`src/design/sfd_pkg.sv`:
```
// ----------------------------------------------------------------------------
// Sensor frame deframer package
// Shared constants and the control struct that steers the cell chain.
// ----------------------------------------------------------------------------
package sfd_pkg;

    localparam logic [7:0]  SYNC_BYTE  = 8'hAA;
    localparam logic [7:0]  FUNC_BYTE  = 8'hF1;
    localparam logic [31:0] NEG_ZERO   = 32'h8000_0000;
    localparam int          DATA_START = 3;
    localparam int          IDX_W      = 4;
    localparam int          COUNT_W    = 7;

    typedef struct packed {
        logic cap_shift;
        logic drn_load;
        logic drn_shift;
    } cell_ctl_t;

endpackage

```
`src/design/sfd_if.sv`:
```
// ----------------------------------------------------------------------------
// Sensor frame deframer channels
// Valid/ready channels for received bytes and for decoded words.
// ----------------------------------------------------------------------------
interface sfd_byte_if;
    logic       valid;
    logic       ready;
    logic [7:0] rx_byte;

    modport source (output valid, output rx_byte, input ready);
    modport sink (input valid, input rx_byte, output ready);
endinterface

interface sfd_word_if;
    logic                         valid;
    logic                         ready;
    logic [31:0]                  word;
    logic [sfd_pkg::IDX_W-1:0]    word_index;
    logic                         last;

    modport source (output valid, output word, output word_index, output last, input ready);
    modport sink (input valid, input word, input word_index, input last, output ready);
endinterface

```
`src/design/sfd_cell.sv`:
```
// ----------------------------------------------------------------------------
// Sensor frame deframer word cell
// Holds one word of the frame being captured and one word waiting to drain.
// ----------------------------------------------------------------------------
module sfd_cell
(
    input  logic               clk,
    input  logic               rst_n,
    input  sfd_pkg::cell_ctl_t ctl,
    input  logic [31:0]        cap_in,
    output logic [31:0]        cap_out,
    input  logic [31:0]        drn_in,
    input  logic               drn_valid_in,
    output logic [31:0]        drn_out,
    output logic               drn_valid_out
);

    logic [31:0] cap_word_reg;
    logic [31:0] cap_word_next;
    logic [31:0] drn_word_reg;
    logic [31:0] drn_word_next;
    logic        drn_valid_reg;
    logic        drn_valid_next;

    always_comb
    begin
        cap_word_next  = cap_word_reg;
        if (ctl.cap_shift)
        begin
            cap_word_next = cap_in;
        end
        priority if (ctl.drn_load)
        begin
            drn_word_next  = cap_word_reg;
            drn_valid_next = 1'b1;
        end
        else if (ctl.drn_shift)
        begin
            drn_word_next  = drn_in;
            drn_valid_next = drn_valid_in;
        end
        else
        begin
            drn_word_next  = drn_word_reg;
            drn_valid_next = drn_valid_reg;
        end
    end

    always_ff @(posedge clk)
    begin
        cap_word_reg <= cap_word_next;
        drn_word_reg <= drn_word_next;
    end

    always_ff @(posedge clk or negedge rst_n)
    begin
        if (!rst_n)
        begin
            drn_valid_reg <= 1'b0;
        end
        else
        begin
            drn_valid_reg <= drn_valid_next;
        end
    end

    assign cap_out       = cap_word_reg;
    assign drn_out       = drn_word_reg;
    assign drn_valid_out = drn_valid_reg;

endmodule

```
`src/design/sensor_frame_deframer.sv`:
```
// The first word of a good frame is offered in the cycle after its checksum byte is accepted.
// Throughput: one byte per cycle in; one word per cycle out of the cell chain while tx.ready is high.
// The checksum byte of a frame waits while words of the previous frame are still draining.
// Reset clears the hunt state and the drain valid bits at once; no clearing pass is needed.
// ----------------------------------------------------------------------------
// Sensor frame deframer
// Hunts for sync, collects a frame, checks it and emits its words big-endian, minus zero as zero.
// ----------------------------------------------------------------------------
module sensor_frame_deframer
#(
    parameter int WORDS = 15
)
(
    input  logic       clk,
    input  logic       rst_n,
    sfd_byte_if.sink   rx,
    sfd_word_if.source tx
);

    localparam int FRAME_LEN = 4 * WORDS + 4;
    localparam int IW        = sfd_pkg::IDX_W;
    localparam int CW        = sfd_pkg::COUNT_W;

    logic          collecting_reg;
    logic          collecting_next;
    logic [CW-1:0] byte_count_reg;
    logic [CW-1:0] byte_count_next;
    logic [7:0]    running_sum_reg;
    logic [7:0]    running_sum_next;
    logic          header_good_reg;
    logic          header_good_next;
    logic [23:0]   partial_word_reg;
    logic [23:0]   partial_word_next;
    logic [IW-1:0] word_index_reg;
    logic [IW-1:0] word_index_next;

    logic          at_checksum;
    logic          accept;
    logic          drain_busy;
    logic          word_done;
    logic [CW-1:0] data_pos;
    logic [31:0]   full_word;
    logic [31:0]   new_word;
    logic          frame_good;

    sfd_pkg::cell_ctl_t ctl;

    logic [31:0] cap_chain [0:WORDS];
    logic [31:0] drn_chain [0:WORDS];
    logic        vld_chain [0:WORDS];

    assign drain_busy  = vld_chain[WORDS];
    assign at_checksum = collecting_reg && (byte_count_reg == CW'(FRAME_LEN - 1));
    assign rx.ready    = !(at_checksum && drain_busy);
    assign accept      = rx.valid && rx.ready;
    assign data_pos    = byte_count_reg - CW'(sfd_pkg::DATA_START);
    assign full_word   = {partial_word_reg, rx.rx_byte};
    assign new_word    = (full_word == sfd_pkg::NEG_ZERO) ? 32'd0 : full_word;
    assign frame_good  = header_good_reg && (rx.rx_byte == running_sum_reg);
    assign word_done   = accept && collecting_reg && !at_checksum
                         && (byte_count_reg >= CW'(sfd_pkg::DATA_START))
                         && (data_pos[1:0] == 2'd3);

    always_comb
    begin
        collecting_next   = collecting_reg;
        byte_count_next   = byte_count_reg;
        running_sum_next  = running_sum_reg;
        header_good_next  = header_good_reg;
        partial_word_next = partial_word_reg;
        if (accept)
        begin
            priority if (!collecting_reg)
            begin
                if (rx.rx_byte == sfd_pkg::SYNC_BYTE)
                begin
                    collecting_next   = 1'b1;
                    byte_count_next   = '0;
                    running_sum_next  = sfd_pkg::SYNC_BYTE;
                    header_good_next  = 1'b1;
                    partial_word_next = '0;
                end
            end
            else if (at_checksum)
            begin
                collecting_next = 1'b0;
                byte_count_next = '0;
            end
            else
            begin
                running_sum_next = running_sum_reg + rx.rx_byte;
                if (byte_count_reg == CW'(0) && rx.rx_byte != sfd_pkg::SYNC_BYTE)
                begin
                    header_good_next = 1'b0;
                end
                if (byte_count_reg == CW'(1) && rx.rx_byte != sfd_pkg::FUNC_BYTE)
                begin
                    header_good_next = 1'b0;
                end
                if (byte_count_reg >= CW'(sfd_pkg::DATA_START))
                begin
                    if (data_pos[1:0] == 2'd3)
                    begin
                        partial_word_next = '0;
                    end
                    else
                    begin
                        partial_word_next = {partial_word_reg[15:0], rx.rx_byte};
                    end
                end
                byte_count_next = byte_count_reg + CW'(1);
            end
        end
    end

    always_comb
    begin
        word_index_next = word_index_reg;
        if (tx.valid && tx.ready)
        begin
            if (word_index_reg == IW'(WORDS - 1))
            begin
                word_index_next = '0;
            end
            else
            begin
                word_index_next = word_index_reg + IW'(1);
            end
        end
    end

    always_ff @(posedge clk or negedge rst_n)
    begin
        if (!rst_n)
        begin
            collecting_reg   <= 1'b0;
            byte_count_reg   <= '0;
            running_sum_reg  <= '0;
            header_good_reg  <= 1'b0;
            partial_word_reg <= '0;
            word_index_reg   <= '0;
        end
        else
        begin
            collecting_reg   <= collecting_next;
            byte_count_reg   <= byte_count_next;
            running_sum_reg  <= running_sum_next;
            header_good_reg  <= header_good_next;
            partial_word_reg <= partial_word_next;
            word_index_reg   <= word_index_next;
        end
    end

    assign ctl.cap_shift = word_done;
    assign ctl.drn_load  = accept && at_checksum && frame_good;
    assign ctl.drn_shift = tx.valid && tx.ready;

    assign cap_chain[0] = new_word;
    assign drn_chain[0] = '0;
    assign vld_chain[0] = 1'b0;

    for (genvar i = 0; i < WORDS; i++)
    begin : g_cell
        sfd_cell u_cell
        (
            .clk           (clk),
            .rst_n         (rst_n),
            .ctl           (ctl),
            .cap_in        (cap_chain[i]),
            .cap_out       (cap_chain[i+1]),
            .drn_in        (drn_chain[i]),
            .drn_valid_in  (vld_chain[i]),
            .drn_out       (drn_chain[i+1]),
            .drn_valid_out (vld_chain[i+1])
        );
    end

    assign tx.valid      = vld_chain[WORDS];
    assign tx.word       = drn_chain[WORDS];
    assign tx.word_index = word_index_reg;
    assign tx.last       = (word_index_reg == IW'(WORDS - 1));

endmodule

```
`src/flat_wrapper.sv`:
```
// flat-port wrapper written by rule: the top's interface ports become plain ports
module sensor_frame_deframer_flat 
#(
    parameter int WORDS = 15
)
  (clk, rst_n, rx_valid, rx_rx_byte, rx_ready, tx_valid, tx_word, tx_word_index, tx_last, tx_ready);
  sfd_byte_if rx_i ();
  sfd_word_if tx_i ();
  input  logic clk;
  input  logic rst_n;
  input wire logic [$bits(rx_i.valid)-1:0] rx_valid;
  input wire logic [$bits(rx_i.rx_byte)-1:0] rx_rx_byte;
  output wire logic [$bits(rx_i.ready)-1:0] rx_ready;
  output wire logic [$bits(tx_i.valid)-1:0] tx_valid;
  output wire logic [$bits(tx_i.word)-1:0] tx_word;
  output wire logic [$bits(tx_i.word_index)-1:0] tx_word_index;
  output wire logic [$bits(tx_i.last)-1:0] tx_last;
  input wire logic [$bits(tx_i.ready)-1:0] tx_ready;
  assign rx_i.valid = rx_valid;
  assign rx_i.rx_byte = rx_rx_byte;
  assign rx_ready = rx_i.ready;
  assign tx_valid = tx_i.valid;
  assign tx_word = tx_i.word;
  assign tx_word_index = tx_i.word_index;
  assign tx_last = tx_i.last;
  assign tx_i.ready = tx_ready;
  sensor_frame_deframer #(.WORDS(WORDS)) u_core (.clk(clk), .rst_n(rst_n), .rx(rx_i), .tx(tx_i));
endmodule
```
`config.mk`:
```
export PLATFORM = sky130hd
export DESIGN_NAME = sensor_frame_deframer_flat
export DESIGN_NICKNAME = d
export VERILOG_FILES = /design/src/design/sfd_pkg.sv /design/src/design/sfd_if.sv /design/src/design/sfd_cell.sv /design/src/design/sensor_frame_deframer.sv /design/src/flat_wrapper.sv
export SDC_FILE = /design/constraint.sdc
export NUM_CORES = 1
export LEC_CHECK = 0
export BUFFER_PORTS_ARGS = -buffer_cell sky130_fd_sc_hd__buf_2
export CELL_PAD_IN_SITES_DETAIL_PLACEMENT = 0
export CELL_PAD_IN_SITES_GLOBAL_PLACEMENT = 1
export CORE_ASPECT_RATIO = 2
export CORE_MARGIN = 2
export CORE_UTILIZATION = 55
export CTS_BUF_LIST = sky130_fd_sc_hd__clkbuf_8
export DETAILED_ROUTE_END_ITERATION = 7
export PLACE_DENSITY = 0.79
export SLEW_MARGIN = 10
export SYNTH_ARGS = -nofsm -noshare
export SYNTH_HDL_FRONTEND = slang
export SYNTH_HIERARCHICAL = 1
export SYNTH_SLANG_ARGS = --single-unit
```
`constraint.sdc`:
```
create_clock -name clk -period 25.9 [get_ports clk]
set_input_delay 1.295 -clock clk [delete_from_list [all_inputs] [get_ports clk]]
set_output_delay 1.295 -clock clk [all_outputs]
set_load 0.02 [all_outputs]
```
Yosys cells after proc, flatten, opt, wreduce, memory -nomap -nowiden. Index checks and enable logic that the tools add are counted.

Flip-flop bits (word level): 1020. Latch bits: 0. Bits in writable memories: 0. Bits in read-only memories: 0. Bits of input ports: 12. Output and inout port bits: 39. Word-level logic and storage cells: 170. Memories: 0.

Add/subtract/negate cells: 4. $mul: 0. Divide/modulo/power cells: 0. $lt $le $gt $ge: 1. Eq/ne operators: 12. Shifts and indexed selects: 0. Multiplexer cells: 80. Bitwise gates (word level): 0. Reductions and logical operators: 22.

Operators with widths (count): $mux 32 (30); $mux 24 (5); $mux 1 (38); $eq 32x32->1 const B (1); $mux 8 (3); $mux 7 (3); $ne 8x8->1 const B (2); $logic_and 1x1->1 (13); $add 8x8->8 (1); $eq 8x8->1 (1); $eq 8x8->1 const B (1); $reduce_and 4->1 (2); $add 7x1->7 const B (1); $eq 7x1->1 const B (1); $eq 7x6->1 const B (1); $ge 7x2->1 const B (1); $logic_not 7->1 (1); $add 4x1->4 const B (1); $eq 4x4->1 const B (1); $mux 4 (1); $ne 2x2->1 const B (2); $reduce_bool 2->1 (2); $ne 3x3->1 const B (1); $reduce_and 3->1 (1); 4 further kinds (5).

Longest topological paths before layout. Gate-level depths: netlist (run 1).

Depth after elaboration: 9. Gate-level depth with buffers: 8. Gate-level depth less buffers: 8.

Cells and area by module. Netlist (run 1), hierarchy kept.

Modules (own cells, without submodules): sfd_cell (times used 15, cells each 104, area an instance 2504.9 sq um, sequential area each 1946.9 sq um); sensor_frame_deframer (times used 1, cells each 309, area an instance 2657.5 sq um, sequential area each 1126.1 sq um).

Worst setup path before layout (run 1). OpenSTA, ideal clock, no wires.

Path kind: input to register. Start: input port rx_valid. End: register u_core.g_cell[0].u_cell.cap_word_reg[0] (enable). Library setup time: 909 ps. Arrival time: 12892 ps. Required time: 24991 ps. Setup slack: 12099 ps. Stages on the path: 4. Path buffers: 1. Cells stage by stage: buf_2 inv_1 nor2_1 and3_1.

RTL lines: start, declared (RTL line flat_wrapper.sv:11) `input wire logic [$bits(rx_i.valid)-1:0] rx_valid;`; end signal, assigned (RTL line sfd_cell.sv:51) `cap_word_reg <= cap_word_next;`; end, declared (RTL line sfd_cell.sv:18) `logic [31:0] cap_word_reg;`.

==> results of run 1 <==
[stage by stage]
step | instances | worst slack (ns)
global route | 3034 | 19.90
detailed placement | 2785 | 19.56
finish | 3034 | 20.25
global placement | 2785 | 19.49
floorplan | 1901 | 12.10
CTS | 3033 | 20.19
[layout by cell type, fill, tap and decap left out, types with 3 or more instances in the layout]
| cell type | count |
|---|---|
| nor2b_1 | 19 |
| o21ai_0 | 37 |
| nor4_1 | 8 |
| a211o_1 | 16 |
| conb_1 | 33 |
| clkbuf_8 | 147 |
| nand2_1 | 43 |
| ha_1 | 11 |
| nand3_1 | 32 |
| bufinv_16 | 5 |
| buf_12 | 3 |
| buf_4 | 13 |
| clkinvlp_4 | 4 |
| dfrtp_1 | 60 |
| mux2_2 | 61 |
| mux2_4 | 420 |
| nor2_1 | 9 |
| or2_2 | 15 |
| inv_1 | 56 |
| o41ai_1 | 3 |
| clkinv_1 | 34 |
| o21a_1 | 6 |
| a22o_1 | 5 |
| clkinv_2 | 9 |
| buf_2 | 50 |
| edfxtp_1 | 960 |
| a21oi_1 | 6 |
[final cells by class]
cell class                 count  area share [%]
clock inverter               101            1.28
timing repair buffer          66           0.944
tap                          923            2.67
inverter                      10          0.0868
sequential                  1020            70.2
clock buffer                 147            4.68
antenna                        1         0.00579
multi-input combinational    766            20.2
[path summary, 6_finish.rpt]
check	end	slack [ns]
max	u_core/g_cell[6].u_cell/cap_out[15]	20.25
min	u_core/g_cell[9].u_cell/cap_out[29]	0.44
max reg2reg	u_core/g_cell[6].u_cell/cap_out[15]	20.25
min reg2reg	u_core/g_cell[9].u_cell/cap_out[29]	0.44
max in group asynchronous	u_core/g_cell[0].u_cell/drn_valid_out	24.56
min in group asynchronous	u_core/partial_word_reg[1]	0.75
[report_power, final]
group | switching [mW] | internal (mW)
Clock | 0.543 | 0.574
Combinational | 0.0406 | 0.0277
Sequential | 0.0109 | 1.79
Total | 0.594 | 2.40
[metal layers]
| metal | part of all wire, % | vias up |
|---|---|---|
| li1 | - | 7539 |
| met2 | 58 | 260 |
| met5 | 0 | - |
| met1 | 35 | 7967 |
| met4 | 4.2 | 0 |
| met3 | 2.9 | 136 |
[cell families (layout without fill, tap and decap cells)]
kind of cell	count (synthesis)	count (layout)
xor+xnor	4	4
buf+inv	115	324
fa+ha+maj	12	12
compound gates	89	89
simple gates	146	146
other cells	1	34
mux	482	482
flops	1020	1020
==> reports/qor.yml, run 1 <==
crit_start: "u_core/byte_count_reg[0]"
synth-main-ff-cell: "edfxtp_1"
met1_usage_pct: 13.5
htree_levels: 4
tns_ns: 0
dieArea_um2: 75500
finalSetupViolations: 0
multi_input_area_um2: 8720
fp.dieH_um: 386
fillCellCount: 5044
finalClockSkew_ns: 0.0274
hold_path.class: "reg2reg"
cts_resized: 0
yosys_warnings: 6
ioPinCount: 51
synthTopCellsByCount: "960 x edfxtp_1, 420 x mux2_4, 61 x mux2_2"
syn_to_final_growth_pct: 7.44
ys_seq_area_share_pct: 75.4
p_total_mw: 2.99
synth_edf_count: 960
hold_start: "u_core/g_cell[8].u_cell/cap_out[29]"
dr.first_iter.drc_count: 690
gp_congestion: 0.846
final.period_utilization_pct: 21.8
grt_antenna_before_repair: 1
ctsRootBufferMaster: "clkbuf_8"
synth_top_area_share_pct: 71.7
post_dp_cell_area_um2: 40600
synth_adder_area_share_pct: 0.392
synth_xor_area_share_pct: 0.0871
synth.cell_area_um2: 40200
async_reset_ff_share_pct: 5.88
drt-pass1-iter-count: 4
drt_wl_total_um: 52700
via_count: 15900
drive_gt1_share_pct: 35.0
startpoint_type: "register"
synth_compound_area_share_pct: 1.53
use_met2_pct: 27.8
synth_top_area_cell: "edfxtp_1"
synth.most_common_cell: "edfxtp_1"
r2r_cells: 9
leakage_nw: 15.1
avgViaCountPerCell: 5.24
slowest_stage: "buf_4"
antenna_left: 0
crit_chain: "ha_1, and2_0, nand2_1, nand2_1, nor2_1, and3_4, buf_12, buf_4, buf_4"
maxSlewHeadroom_pct: 17.6
crit_fanout: 194
clk_latency_ns: 0.72
drc_errors: 0
hold_slack_ns: 0.439
drv_slew: 0
synth_cell_types: 55
rsz0062_at_grt: "false"
synth_area_leaders: "edfxtp_1 72%, mux2_4 16%, dfrtp_1 3.7%"
synth-seq-cells: 1020
core_area_um2: 72700
numCtsBuffers: 140
busiest_layer: "met2"
worst_pin_slew_ns: 1.24
clockBufferDepth: 3
fmax_ghz: 0.177
critPathCaptureType: "register"
route.detailed.wl_per_inst_um: 17.4
path_depth: 9
crit_buf_inv: 3
synth_top_family_by_area: "multiplexers"
postCtsHoldBufs: 0
io_buffers: 50
clk_pin_slew_ns: 0.06
grt_pass1_vias: 17400
whs_path_depth: 0
yosys.area_share.simple_pct: 1.91
overflow: 0
grt_max_degree: 195
initial_utilization_pct: 55.3
hold_violations: 0
rows: 140
hpwl_um: 31400
cts.sinks: 1020
gr-usage-all-layers_pct: 14.2
worstPathRequired_ns: 26.23
yosys-mux-area-fraction_pct: 17.4
critPathTopFamily: "buffers and inverters"
cts_tree: "built"
grt_pass1_wl_um: 85300
post_cts_buffers: 0
max_stage_delay_ns: 0.88
die_w_um: 195
cap_violations: 0
syn_inst: 1869
p_per_area_nw_per_um2: 69.2
status: "finished clean"
final-seq-area_um2: 30300
layout.nets: 2028
use_met3_pct: 2.85
crit_type: "reg2reg"
finalCriticalPeriod_ns: 5.65
final_util_pct: 59.5
stdcell_area_um2: 43200
crit_arrival_ns: 5.98
avgSynthCellArea_um2: 21.5
rr_startpoint: "u_core/byte_count_reg[0]"
ir_drop_uv: 48.7
Note: power is estimated with default switching activity, not from simulation.
==> inputs of run 2 (changes only) <==
--- a/config.mk
+++ b/config.mk
@@ -5,6 +5,7 @@
 export SDC_FILE = /design/constraint.sdc
 export NUM_CORES = 1
 export LEC_CHECK = 0
+export ABC_AREA = 1
 export BUFFER_PORTS_ARGS = -buffer_cell sky130_fd_sc_hd__buf_2
 export CELL_PAD_IN_SITES_DETAIL_PLACEMENT = 0
 export CELL_PAD_IN_SITES_GLOBAL_PLACEMENT = 1
@@ -13,7 +14,7 @@
 export CORE_UTILIZATION = 55
 export CTS_BUF_LIST = sky130_fd_sc_hd__clkbuf_8
 export DETAILED_ROUTE_END_ITERATION = 7
-export PLACE_DENSITY = 0.79
+export PLACE_DENSITY = 0.83
 export SLEW_MARGIN = 10
 export SYNTH_ARGS = -nofsm -noshare
 export SYNTH_HDL_FRONTEND = slang
==> constraint.sdc (replaced) <==
create_clock -name clk -period 5.3 [get_ports clk]
set_input_delay 0.265 -clock clk [delete_from_list [all_inputs] [get_ports clk]]
set_output_delay 0.265 -clock clk [all_outputs]
set_load 0.02 [all_outputs]
==> reports/qor.yml, run 2 <==
syn_to_final_growth_pct: 7.11
avgSynthCellArea_um2: 13.2
numCtsBuffers: 138
hold_slack_ns: 0.281
drv_slew: 0
grt_pass1_wl_um: 102000
r2r-end: "u_core/g_cell[14].u_cell/drn_out[18]"
cts_tree: "built"
seqPwrFrac_pct: 60.7
synth_area_leaders: "edfxtp_1 72%, nand2_1 12%, nand2_2 4.3%"
ir_drop_uv: 251
fin_ws_ns: 1.92
final_cell_mix: "1326 x nand2_1, 960 x edfxtp_1, 274 x nand2_2"
synth_top_area_cell: "edfxtp_1"
final.period_utilization_pct: 63.8
worstPathRequired_ns: 5.88
worst_pin_slew_ns: 1.10
gr-usage-all-layers_pct: 16.9
synth_edf_count: 960
finalClockSkew_ns: 0.0215
hold_violations: 0
crit_arrival_ns: 3.97
initial_utilization_pct: 55.4
finalNonFillerCells: 4196
post-place-cells: 3931
ctsRootBufferMaster: "clkbuf_8"
p_clk_share_pct: 36.5
leakage_nw: 16.6
maxSlewHeadroom_pct: 26.7
swShare_pct: 21.0
crit_fanout: 197
die_w_um: 195
core_area_um2: 72500
synth-main-ff-cell: "edfxtp_1"
fmax_ghz: 0.296
p_per_area_nw_per_um2: 341
rrSetupSlack_ns: 1.92
drc_errors: 0
final_common_cell: "nand2_1"
clk_pin_slew_ns: 0.07
synthTopCellsByCount: "1326 x nand2_1, 960 x edfxtp_1, 274 x nand2_2"
fp.dieH_um: 386
yosys_warnings: 6
dieArea_um2: 75300
hold_path.class: "in2async"
via_count: 21100
r2r_cells: 13
overflow: 0
synth.most_common_cell: "nand2_1"
drive_gt1_share_pct: 16.8
switchingPower_mw: 3.08
synth-seq-cells: 1020
clockBufferDepth: 3
cts_resized: 0
crit_type: "reg2reg"
p_total_mw: 14.7
synth_top_area_share_pct: 71.8
dr.first_iter.drc_count: 1127
clk_latency_ns: 0.74
synth_cell_types: 38
critPathCaptureType: "register"
ioPinCount: 51
post_cts_buffers: 0
combPwrFrac_pct: 2.8
ys_seq_area_share_pct: 75.5
async_reset_ff_share_pct: 5.88
htree_levels: 4
status: "finished clean"
grt_antenna_before_repair: 1
cap_violations: 0
syn_inst: 3040
layout.nets: 3183
dp_slack_ns: 1.91
rr_startpoint: "u_core/byte_count_reg[1]"
intPower_mw: 11.6
synth.cell_area_um2: 40200
tns_ns: 0
grt_max_degree: 198
rsz0062_at_grt: "false"
grt_pass1_vias: 22400
io_buffers: 50
finalSetupViolations: 0
route.detailed.wl_per_inst_um: 14.8
rows: 140
drt_wl_total_um: 62200
avgViaCountPerCell: 5.03
gp_congestion: 0.822
cts.sinks: 1020
hpwl_um: 39400
finalCriticalPeriod_ns: 3.38
antenna_left: 0
startpoint_type: "register"
drt-pass1-iter-count: 5
run 2: changes by cell type in the layout (fill, tap and decap cells not counted), sizes merged, moves of 11 or more:
cell | before | now
or2 | 15 | 1
dlygate4sd3 | 0 | 11
nand3 | 32 | 60
nor2b | 19 | 0
nand2 | 43 | 1600
inv | 58 | 127
clkinv | 44 | 58
a211o | 16 | 0
buf | 66 | 83
o21ai | 37 | 11
nor2 | 10 | 54
a21oi | 6 | 25
mux2 | 481 | 0
run 2: layout make-up:
| type | count | area [µm²] |
|---|---|---|
| Multi-Input combinational cell | 1821 | 7880 |
| Fill cell | 5495 | 29500 |
| Clock buffer | 148 | 2040 |
| Sequential cell | 1020 | 30300 |
| Tap cell | 923 | 1150 |
| Antenna cell | 1 | 2.50 |
| Clock inverter | 105 | 462 |
| Timing Repair Buffer | 94 | 733 |
| Inverter | 84 | 428 |
run 2: worst max-delay path: stages, from the launching register on:
cell and delay, ns:
dfrtp_1 0.43, ha_1 0.25, nand2_2 0.11, nor2_4 0.05, nand3_1 0.19, nor2_2 0.07, inv_2 0.08, nand2_1 0.08
nor3_2 0.16, buf_4 0.29, buf_4 0.36, buf_12 0.50, nand2_1 0.15, nand2_1 0.13
run 2: logic make-up after synthesis:
| family | count (synthesis) | synth area share, % |
|---|---|---|
| xor+xnor | 3 | 0.0654 |
| simple gates | 1734 | 18.3 |
| compound gates | 39 | 0.502 |
| flops | 1020 | 75.5 |
| buf+inv | 231 | 5.20 |
| other cells | 1 | 0.00934 |
| fa+ha+maj | 12 | 0.392 |
run 2: power by group through the flow:
stage | logic [mW] | clock network, mW | registers, mW
global placement | 0.384 | 0 | 9.07
floorplan | 0.316 | 0 | 9.06
CTS | 0.411 | 5.51 | 8.91
finish | 0.413 | 5.35 | 8.91
global route | 0.468 | 5.85 | 8.91
detailed placement | 0.403 | 0 | 9.08
run 2: worst max path at each step:
| stage | from | slack [ns] | end |
|---|---|---|---|
| 2_1_floorplan | u_core/byte_count_reg[0] | 0.22 | u_core/g_cell[0].u_cell/cap_out[0] |
| 3_3_place_gp | rx_rx_byte[1] | 1.84 | u_core/g_cell[3].u_cell/drn_out[18] |
| 3_5_place_dp | u_core/byte_count_reg[0] | 1.91 | u_core/g_cell[7].u_cell/drn_out[18] |
| 4_1_cts | u_core/byte_count_reg[0] | 1.93 | u_core/g_cell[7].u_cell/drn_out[21] |
| 5_1_grt | u_core/byte_count_reg[0] | 1.69 | u_core/g_cell[3].u_cell/drn_out[10] |
| 6_report | u_core/byte_count_reg[1] | 1.92 | u_core/g_cell[14].u_cell/drn_out[18] |
run 2: metal layers:
metal  wire length, µm  up-vias  global-route usage, %  share of wire [%]
met5                 0        -                      0                  0
met4              2380        0                   8.98                3.8
met3              1970      165                   2.93                3.2
li1                  -    10300                      -                  -
met2             37600      404                   35.6                 60
met1             20200    10200                   14.6                 33
run 2: what timing repair did:
action	in CTS	in global routing
hold buffers	11	0
hold endpoints to repair	85	0
endpoints found under the setup margin	0	0
run 2: stage by stage:
stage	util [%]	area [µm²]
2_1_floorplan	-	40300
3_3_place_gp	55.7	40400
3_5_place_dp	55.7	40400
4_1_cts	59.3	43000
5_1_grt	59.3	43000
6_report	59.3	43000
